==> config.mk <==
export PLATFORM = sky130hd
export DESIGN_NAME = sorted_priority_queue_unit
export DESIGN_NICKNAME = d
export VERILOG_FILES = /design/src/hdl/spq_pkg.sv /design/src/hdl/sorted_priority_queue_unit.sv /design/src/hdl/spq_datapath.sv /design/src/hdl/spq_controller.sv
export SDC_FILE = /design/constraint.sdc
export NUM_CORES = 1
export LEC_CHECK = 0
export ABC_AREA = 0
export BUFFER_PORTS_ARGS = -buffer_cell sky130_fd_sc_hd__buf_4
export CORE_AREA = 2 2 251 253
export DETAILED_ROUTE_END_ITERATION = 8
export DIE_AREA = 0 0 253 255
export GPL_ROUTABILITY_DRIVEN = 0
export PLACE_DENSITY = 0.73
export SYNTH_ARGS = -nofsm -noshare
export SYNTH_HDL_FRONTEND = slang
export SYNTH_HIERARCHICAL = 1
export SYNTH_SLANG_ARGS = --single-unit
==> constraint.sdc <==
create_clock -name clk -period 6.95 [get_ports clk]
set_clock_uncertainty 0.15 [all_clocks]
set_input_delay 1.7375 -clock clk [delete_from_list [all_inputs] [get_ports clk]]
set_output_delay 1.7375 -clock clk [all_outputs]
set_load 0.03 [all_outputs]
==> src/hdl/spq_pkg.sv <==
// shared types, codes and defaults of the sorted priority queue
`default_nettype none
package spq_pkg;

	// default queue depth
	localparam int SPQ_DEPTH = 16;

	// request kinds
	localparam logic REQ_ENQ = 1'b0;
	localparam logic REQ_DEQ = 1'b1;

	// result status codes
	localparam logic [1:0] ST_DONE  = 2'd0;
	localparam logic [1:0] ST_FULL  = 2'd1;
	localparam logic [1:0] ST_EMPTY = 2'd2;

	// request item
	typedef struct packed {
		logic               req_type;
		logic signed [31:0] new_value;
		logic        [7:0]  new_priority;
	} spq_req_t;

	// result item
	typedef struct packed {
		logic        [1:0]  status;
		logic signed [31:0] head_value;
		logic        [7:0]  head_priority;
		logic        [4:0]  occupancy;
	} spq_rsp_t;

	// controller to datapath commands
	typedef struct packed {
		logic load;
	} spq_cmd_t;

endpackage
`default_nettype wire

==> src/hdl/sorted_priority_queue_unit.sv <==
// top level of the sorted priority queue
//
//  channel | direction | payload    | handshake
//  req     | in        | spq_req_t  | req_valid / req_stall
//  rsp     | out       | spq_rsp_t  | rsp_valid / rsp_stall
//
// one item per cycle unless a stalled result holds it; its result shows in the cycle after acceptance
// all cells compare with the new priority and shift in the same cycle
// a new item is taken while a result waits, unless rsp_stall holds it
// reset clears the occupancy and the result valid; entries and result data are not cleared
`default_nettype none
module sorted_priority_queue_unit #(
	parameter int DEPTH = spq_pkg::SPQ_DEPTH
) (
	input  wire                    clk,
	input  wire                    arst_n,
	input  wire                    req_valid,
	output logic                   req_stall,
	input  wire spq_pkg::spq_req_t req,
	output logic                   rsp_valid,
	input  wire                    rsp_stall,
	output spq_pkg::spq_rsp_t      rsp
);
	import spq_pkg::*;

	spq_cmd_t cmd;

	// handshake control
	spq_controller u_ctrl (
		.clk       (clk),
		.arst_n    (arst_n),
		.req_valid (req_valid),
		.req_stall (req_stall),
		.rsp_valid (rsp_valid),
		.rsp_stall (rsp_stall),
		.cmd       (cmd)
	);

	// entry cells and result
	spq_datapath #(.DEPTH(DEPTH)) u_dp (
		.clk    (clk),
		.arst_n (arst_n),
		.cmd    (cmd),
		.req    (req),
		.rsp    (rsp)
	);

endmodule
`default_nettype wire

==> src/hdl/spq_datapath.sv <==
// entry cells, occupancy count and result register of the priority queue
`default_nettype none
module spq_datapath #(
	parameter int DEPTH = spq_pkg::SPQ_DEPTH
) (
	input  wire                    clk,
	input  wire                    arst_n,
	input  wire spq_pkg::spq_cmd_t cmd,
	input  wire spq_pkg::spq_req_t req,
	output spq_pkg::spq_rsp_t      rsp
);
	import spq_pkg::*;

	localparam int CW = $clog2(DEPTH + 1);

	logic signed [31:0] val_q [DEPTH];
	logic        [7:0]  pri_q [DEPTH];
	logic [CW-1:0]      cnt_q;
	logic [CW-1:0]      cnt_d;
	logic [DEPTH-1:0]   ge;
	logic               full;
	logic               empty;
	logic               do_enq;
	logic               do_deq;
	logic [CW+4:0]      occ_wide;
	spq_rsp_t           res_d;
	spq_rsp_t           res_q;

	// each cell flags whether it lies at or past the insertion point
	always_comb begin
		for (int i = 0; i < DEPTH; i++) begin
			ge[i] = (CW'(i) >= cnt_q) || (pri_q[i] < req.new_priority);
		end
	end

	assign full   = (cnt_q == CW'(DEPTH));
	assign empty  = (cnt_q == '0);
	assign do_enq = cmd.load && (req.req_type == REQ_ENQ) && !full;
	assign do_deq = cmd.load && (req.req_type == REQ_DEQ) && !empty;

	// compare-and-shift cells
	for (genvar g = 0; g < DEPTH; g++) begin : g_cell
		always_ff @(posedge clk) begin
			if (do_enq && ge[g]) begin
				if (g == 0) begin
					val_q[g] <= req.new_value;
					pri_q[g] <= req.new_priority;
				end else if (!ge[(g == 0) ? 0 : g - 1]) begin
					val_q[g] <= req.new_value;
					pri_q[g] <= req.new_priority;
				end else begin
					val_q[g] <= val_q[(g == 0) ? 0 : g - 1];
					pri_q[g] <= pri_q[(g == 0) ? 0 : g - 1];
				end
			end else if (do_deq && (g < DEPTH - 1)) begin
				val_q[g] <= val_q[(g < DEPTH - 1) ? g + 1 : g];
				pri_q[g] <= pri_q[(g < DEPTH - 1) ? g + 1 : g];
			end
		end
	end

	// occupancy after the item
	always_comb begin
		cnt_d = cnt_q;
		if (do_enq) begin
			cnt_d = cnt_q + CW'(1);
		end else if (do_deq) begin
			cnt_d = cnt_q - CW'(1);
		end
	end

	always_ff @(posedge clk or negedge arst_n) begin
		if (!arst_n) begin
			cnt_q <= '0;
		end else begin
			cnt_q <= cnt_d;
		end
	end

	// result of the item
	assign occ_wide = {5'd0, cnt_d};

	always_comb begin
		res_d.status        = ST_DONE;
		res_d.head_value    = '0;
		res_d.head_priority = '0;
		res_d.occupancy     = occ_wide[4:0];
		if (req.req_type == REQ_ENQ) begin
			if (full) begin
				res_d.status = ST_FULL;
			end
		end else begin
			if (empty) begin
				res_d.status = ST_EMPTY;
			end else begin
				res_d.head_value    = val_q[0];
				res_d.head_priority = pri_q[0];
			end
		end
	end

	always_ff @(posedge clk) begin
		if (cmd.load) begin
			res_q <= res_d;
		end
	end

	assign rsp = res_q;

endmodule
`default_nettype wire

==> src/hdl/spq_controller.sv <==
// handshake controller of the priority queue
`default_nettype none
module spq_controller (
	input  wire               clk,
	input  wire               arst_n,
	input  wire               req_valid,
	output logic              req_stall,
	output logic              rsp_valid,
	input  wire               rsp_stall,
	output spq_pkg::spq_cmd_t cmd
);
	import spq_pkg::*;

	typedef enum logic [1:0] {
		S_IDLE = 2'b01,
		S_HOLD = 2'b10
	} state_t;

	state_t state_q;
	state_t state_d;

	// take an item unless a held result is stalled
	assign req_stall = (state_q == S_HOLD) && rsp_stall;
	assign rsp_valid = (state_q == S_HOLD);
	assign cmd.load  = req_valid && !req_stall;

	// next state
	always_comb begin
		state_d = state_q;
		unique case (state_q)
			S_IDLE: begin
				if (cmd.load) state_d = S_HOLD;
			end
			S_HOLD: begin
				if (!rsp_stall && !cmd.load) state_d = S_IDLE;
			end
			default: state_d = S_IDLE;
		endcase
	end

	always_ff @(posedge clk or negedge arst_n) begin
		if (!arst_n) begin
			state_q <= S_IDLE;
		end else begin
			state_q <= state_d;
		end
	end

endmodule
`default_nettype wire

---- Yosys cells after proc, flatten, opt, wreduce, memory -nomap -nowiden ----
Memories as Yosys holds them, arrays and structs flattened.
Index checks and enable logic that the tools add are counted.
cells by class
  $add $sub $neg .......................... 2
  $lt $le $gt $ge ......................... 32
  equality and inequality tests ........... 5
  mux-type cells .......................... 191
  bitwise operators ....................... 61
  reductions and logical operators ........ 47
operator list
  cell                                                              number
  two-way mux 32 bit                                                30
  two-way mux 8 bit                                                 30
  < comparator 8 bit                                                16
  two-way mux 1 bit                                                 124
  bitwise OR 1 bit                                                  60
  greater-or-equal comparator 4 x 5 -> 1 bit, first input constant  8
  logical AND 1 bit                                                 23
  greater-or-equal comparator 3 x 5 -> 1 bit, first input constant  4
  logical OR 1 bit                                                  16
  greater-or-equal comparator 1 x 5 -> 1 bit, first input constant  2
  greater-or-equal comparator 2 x 5 -> 1 bit, first input constant  2
  two-way mux 5 bit                                                 2
  two-way mux 2 bit                                                 4
  adder 5 x 1 -> 5 bit, second input constant                       1
  equality test 5 bit, second input constant                        1
  zero test 1 bit                                                   5
  zero test 5 bit                                                   1
  subtractor 5 x 1 -> 5 bit, second input constant                  1
  != test 2 x 1 -> 1 bit, second input constant                     2
  one-hot mux 2 bit (2 select lines)                                1
  equality test 2 x 1 -> 1 bit, second input constant               1
  equality test 2 bit, second input constant                        1
  AND reduction 2 bit                                               1
  OR reduction 2 bit                                                1
  NOT 1 bit                                                         1
word-level totals
  register bits after elaboration ......... 54
  memory bits (writable) .................. 640
  input bits .............................. 45
  output and inout bits ................... 49
  word-level logic and storage cells ...... 346
  memories ................................ 2
memory list
  memory      depth  width  rd ports  clocked after Yosys merged registers in  write ports  RTL line            text
  u_dp.val_q  16     32     16        0                                        16           spq_datapath.sv:16  logic signed [31:0] val_q [DEPTH];
  u_dp.pri_q  16     8      16        0                                        16           spq_datapath.sv:17  logic [7:0] pri_q [DEPTH];

---- Logic depth before layout (Yosys ltp) ----
  word-level depth ........................ 11
  gate-level depth with buffers ........... 11
  mapped depth without buffers ............ 8

---- Cells and area by module ----
The synthesis kept the hierarchy.
by module, submodules not included
  module          instances  cells each  area an instance (um^2)  seq. area each (um^2)
  spq_datapath    1          2,825       34,753.3                 20,754.9
  spq_controller  1          9           103.8                    51.3

---- Worst setup path before layout ----
Ideal clock, no wire load.
  path type ............................... input-to-reg
  from .................................... in req_valid
  to ...................................... mem u_dp.pri_q[1][2], in the netlist u_dp/pri_q[0][10], enable pin
  setup time .............................. 493 ps
  arrival ................................. 7,823 ps
  required time ........................... 6,307 ps
  slack ................................... -1,515 ps
  stages on the path ...................... 5
  path buffers ............................ 2
  cell sequence ........................... a21boi_1 -> nand3b_1 -> buf_2 -> buf_2 -> o21ai_0
RTL lines
  what                RTL line                          text
  start: declaration  sorted_priority_queue_unit.sv:17  input wire req_valid,
  end: declaration    spq_datapath.sv:17

==> impl_metrics.env <==
export IMPL_worstSkewPairLatency_ps=630
export IMPL_synth_top_area_cell="edfxtp_1"
export IMPL_dr_pass1_iters=5
export IMPL_p_leak_nw=13.76
export IMPL_muxShareOfSynthArea_pct=1.292
export IMPL_hold_path_depth=2
export IMPL_worstSetupPathType="in -> reg"
export IMPL_slowest_delay_ps=1070
export IMPL_cts_buffers=73
export IMPL_async_flop_share_pct=1.009
export IMPL_multi_input_area_sq_mm=0.01289
export IMPL_max_freq_mhz=191.0
export IMPL_whs_ps=393.0
export IMPL_clockBufferDepth=3
export IMPL_synth_compound_area_share_pct=21.15
export IMPL_area_delta_synth_final_pct=11.40
export IMPL_antenna_found_initial=2
export IMPL_synth_area_sq_mm=0.03486
export IMPL_dp_hpwl_microns=65590
export IMPL_final_cells=3679
export IMPL_num_vias=27270
export IMPL_drcViolationCount=0
export IMPL_post_dp_cell_area_sq_mm=0.03653
export IMPL_period_needed_ps=5235
export IMPL_grt_total_usage_pct=32.72
export IMPL_maxCapViolations=0
export IMPL_synthSimpleGateAreaFrac_pct=9.408
export IMPL_outcome="completed"
export IMPL_slew_viol_final=0
export IMPL_fin_tns_setup_ps=0
export IMPL_r2r_end="u_dp/val_q[0][30]$_DFFE_PP_"
export IMPL_port_buffers=93
export IMPL_finalSetupViolCount=0
export IMPL_endpoint="u_dp/val_q[1][117]$_DFFE_PP_"
export IMPL_layout_drive_gt1_share_pct=12.89
export IMPL_place_inst=3550
export IMPL_synth_ff_type="edfxtp_1"
export IMPL_crit_path_cell_trace="buf_4 > inv_1 > buf_4 > ha_1 > a2111oi_0 > o41ai_1 > a221oi_4 > buf_4 > nor3_1 > a221o_1"
export IMPL_syn_instance_count=2834
export IMPL_reg2regPathDepth=9
export IMPL_ys_seq_area_share_pct=59.69
export IMPL_synth_xor_area_share_pct=0.1005
export IMPL_clkTransAtPathRegs_ps=60
export IMPL_crit_path_max_fanout=28
export IMPL_hp_class="reg -> reg"
export IMPL_cts_root_buf="clkbuf_16"
export IMPL_first_iter_violations=4012
export IMPL_syn_nets=2996
export IMPL_critPathSlowestCell="a221oi_4"
export IMPL_cts_tree="done"
export IMPL_cp_arrival_ps=5460
export IMPL_core_area_sq_mm=0.06216
export IMPL_grt_max_degree=139
export IMPL_synth_top_family_by_area="compound AO/OA/AOI/OAI gates"
export IMPL_startpoint_type="input pin"
export IMPL_utilization_pct=62.47
export IMPL_r2r_start="u_dp/cnt_q[1]$_DFF_PN0_"
export IMPL_critPathRequiredTime_ps=7170
export IMPL_die_x_microns=253
export IMPL_synth_common_cells="687 x edfxtp_1, 325 x a221o_1, 248 x nor3_1"
export IMPL_rows=92
export IMPL_wl_microns=106500
export IMPL_post_cts_setup_buffers=0
export IMPL_htreeDepth=3
export IMPL_grt_pass1_vias=26190
export IMPL_grt_overflow=0
export IMPL_reg2reg_setup_slack_ps=2700
export IMPL_fp_dieH_microns=255
export IMPL_initial_core_util_pct=56.08
export IMPL_synth_area_top_cells="edfxtp_1 59%, a221o_1 9.3%, ha_1 4.2%, nor3_1 3.6%, a22oi_1 2.6%"
export IMPL_nFillCells=4659
export IMPL_ios=94
export IMPL_cts_resized=0
export IMPL_synth_seq_cells=694
export IMPL_finalCritPeriodShare_pct=75.33
export IMPL_synth_top_cell_area_share_pct=59.18
export IMPL_power_density_mw_per_mm2=398.5
export IMPL_crit_path_frequent_cell="buf_4"
export IMPL_yosysWarnings=6
export IMPL_synth_edff_count=687
export IMPL_routed_via_density=7.413
export IMPL_synthAdderAreaFrac_pct=4.200
export IMPL_nets=2988
export IMPL_drtAntennaViolNets=0
export IMPL_numClockSinks=694
export IMPL_syn_avg_cell_area_sq_um=12.30
export IMPL_wl_per_cell_microns=28.96
export IMPL_peakVddDrop_mv=0.2134
export IMPL_synth_cell_types=67
export IMPL_synth_most_common_cell="edfxtp_1"
export IMPL_maxSlewHeadroom_pct=9.921
export IMPL_grt_pass1_wl_microns=160200
export IMPL_startpoint="req[3]"
export IMPL_tightest_slew_ps=1349
export IMPL_final_cell_area_sq_mm=0.03883
export IMPL_ff_latch_area_sq_mm=0.02081
export IMPL_end_kind="flip-flop"
export IMPL_hold_viol_final=0
export IMPL_cts_hold_fix_buffers=0
export IMPL_rsz0062_at_grt="no"
export IMPL_die_area_sq_mm=0.06452
## state kept, by name (all words and copies together), names as in the netlist
| signal | count |
|---|---|
| u_dp/pri_q | 128 |
| u_dp/cnt_q | 5 |
| u_dp/rsp | 47 |
| u_ctrl/state_q | 2 |
| u_dp/val_q | 512 |
## placed cells by master (no fill, tap or decap), types with 45 or more instances in the layout
cell type    n
o221ai_1    45
nor3_1     248
inv_1       58
edfxtp_1   687
buf_4      169
a31oi_1     47
a22oi_1    120
ha_1       117
nor2_1     112
nand2_1    192
o31ai_1     81
clkbuf_16   76
o21ai_0    104
a21oi_1     98
a221o_1    325
## layout make-up
class	count	area share (%)
repair buffers	180	3.834
well taps	799	2.575
multi-input cells	1785	33.20
inverters	92	0.8893
flip-flops and latches	694	53.58
clock buffers	91	5.043
clock inverters	37	0.8732
diodes	1	0.006444
## cells by family (layout without fill, tap and decap cells)
group | after synthesis | in the layout
adder cells (fa/ha/maj) | 117 | 117
buffers and inverters | 355 | 400
multiplexers | 40 | 40
AND/OR/NAND/NOR | 695 | 695
AO/OA/AOI/OAI | 929 | 929
flip-flops | 694 | 694
other | 0 | 1
XOR/XNOR | 4 | 4
## critical path, delay by kind of cell
kind / cells / cell delay (ps)
buf+inv: 4 / 1280
simple gates: 1 / 100
fa+ha+maj: 1 / 240
compound gates: 4 / 2060
## metal layers
metal / vias to the layer above / part of all wire (%) / track usage [%]
met5: - / 0.013 / 0
met1: 13320 / 38 / 44.48
met4: 2 / 6.1 / 18.17
met2: 2112 / 44 / 50.29
met3: 351 / 12 / 5.715
li1: 11490 / - / -
## stage by stage
stage                     setup WS (ps)  power [mW]
after detailed placement           1160       11.49
after global routing               1567       16.01
after CTS                          1785       15.33
after global placement             1276       11.30
after floorplan                   351.6       9.702
final                              1715       15.47
## worst min-delay path by stage
stage                                start                           to  slack (ps)
5_1_grt        u_dp/val_q[0][57]$_DFFE_PP_  u_dp/val_q[0][25]$_DFFE_PP_         420
3_3_place_gp   u_dp/val_q[0][34]$_DFFE_PP_   u_dp/val_q[0][2]$_DFFE_PP_         370
6_report       u_dp/val_q[0][60]$_DFFE_PP_  u_dp/val_q[0][28]$_DFFE_PP_         390
3_5_place_dp   u_dp/val_q[0][62]$_DFFE_PP_  u_dp/val_q[0][30]$_DFFE_PP_         380
4_1_cts        u_dp/val_q[0][57]$_DFFE_PP_  u_dp/val_q[0][25]$_DFFE_PP_         400
2_1_floorplan  u_dp/val_q[0][32]$_DFFE_PP_   u_dp/val_q[0][0]$_DFFE_PP_         360
## power breakdown
group / total (mW) / switching (mW) / internal (mW)
clock: 3.86 / 1.70 / 2.16
sequential: 7.07 / 0.810 / 6.26
combinational: 4.54 / 3.01 / 1.54
Power figures use the tool's default switching activity.
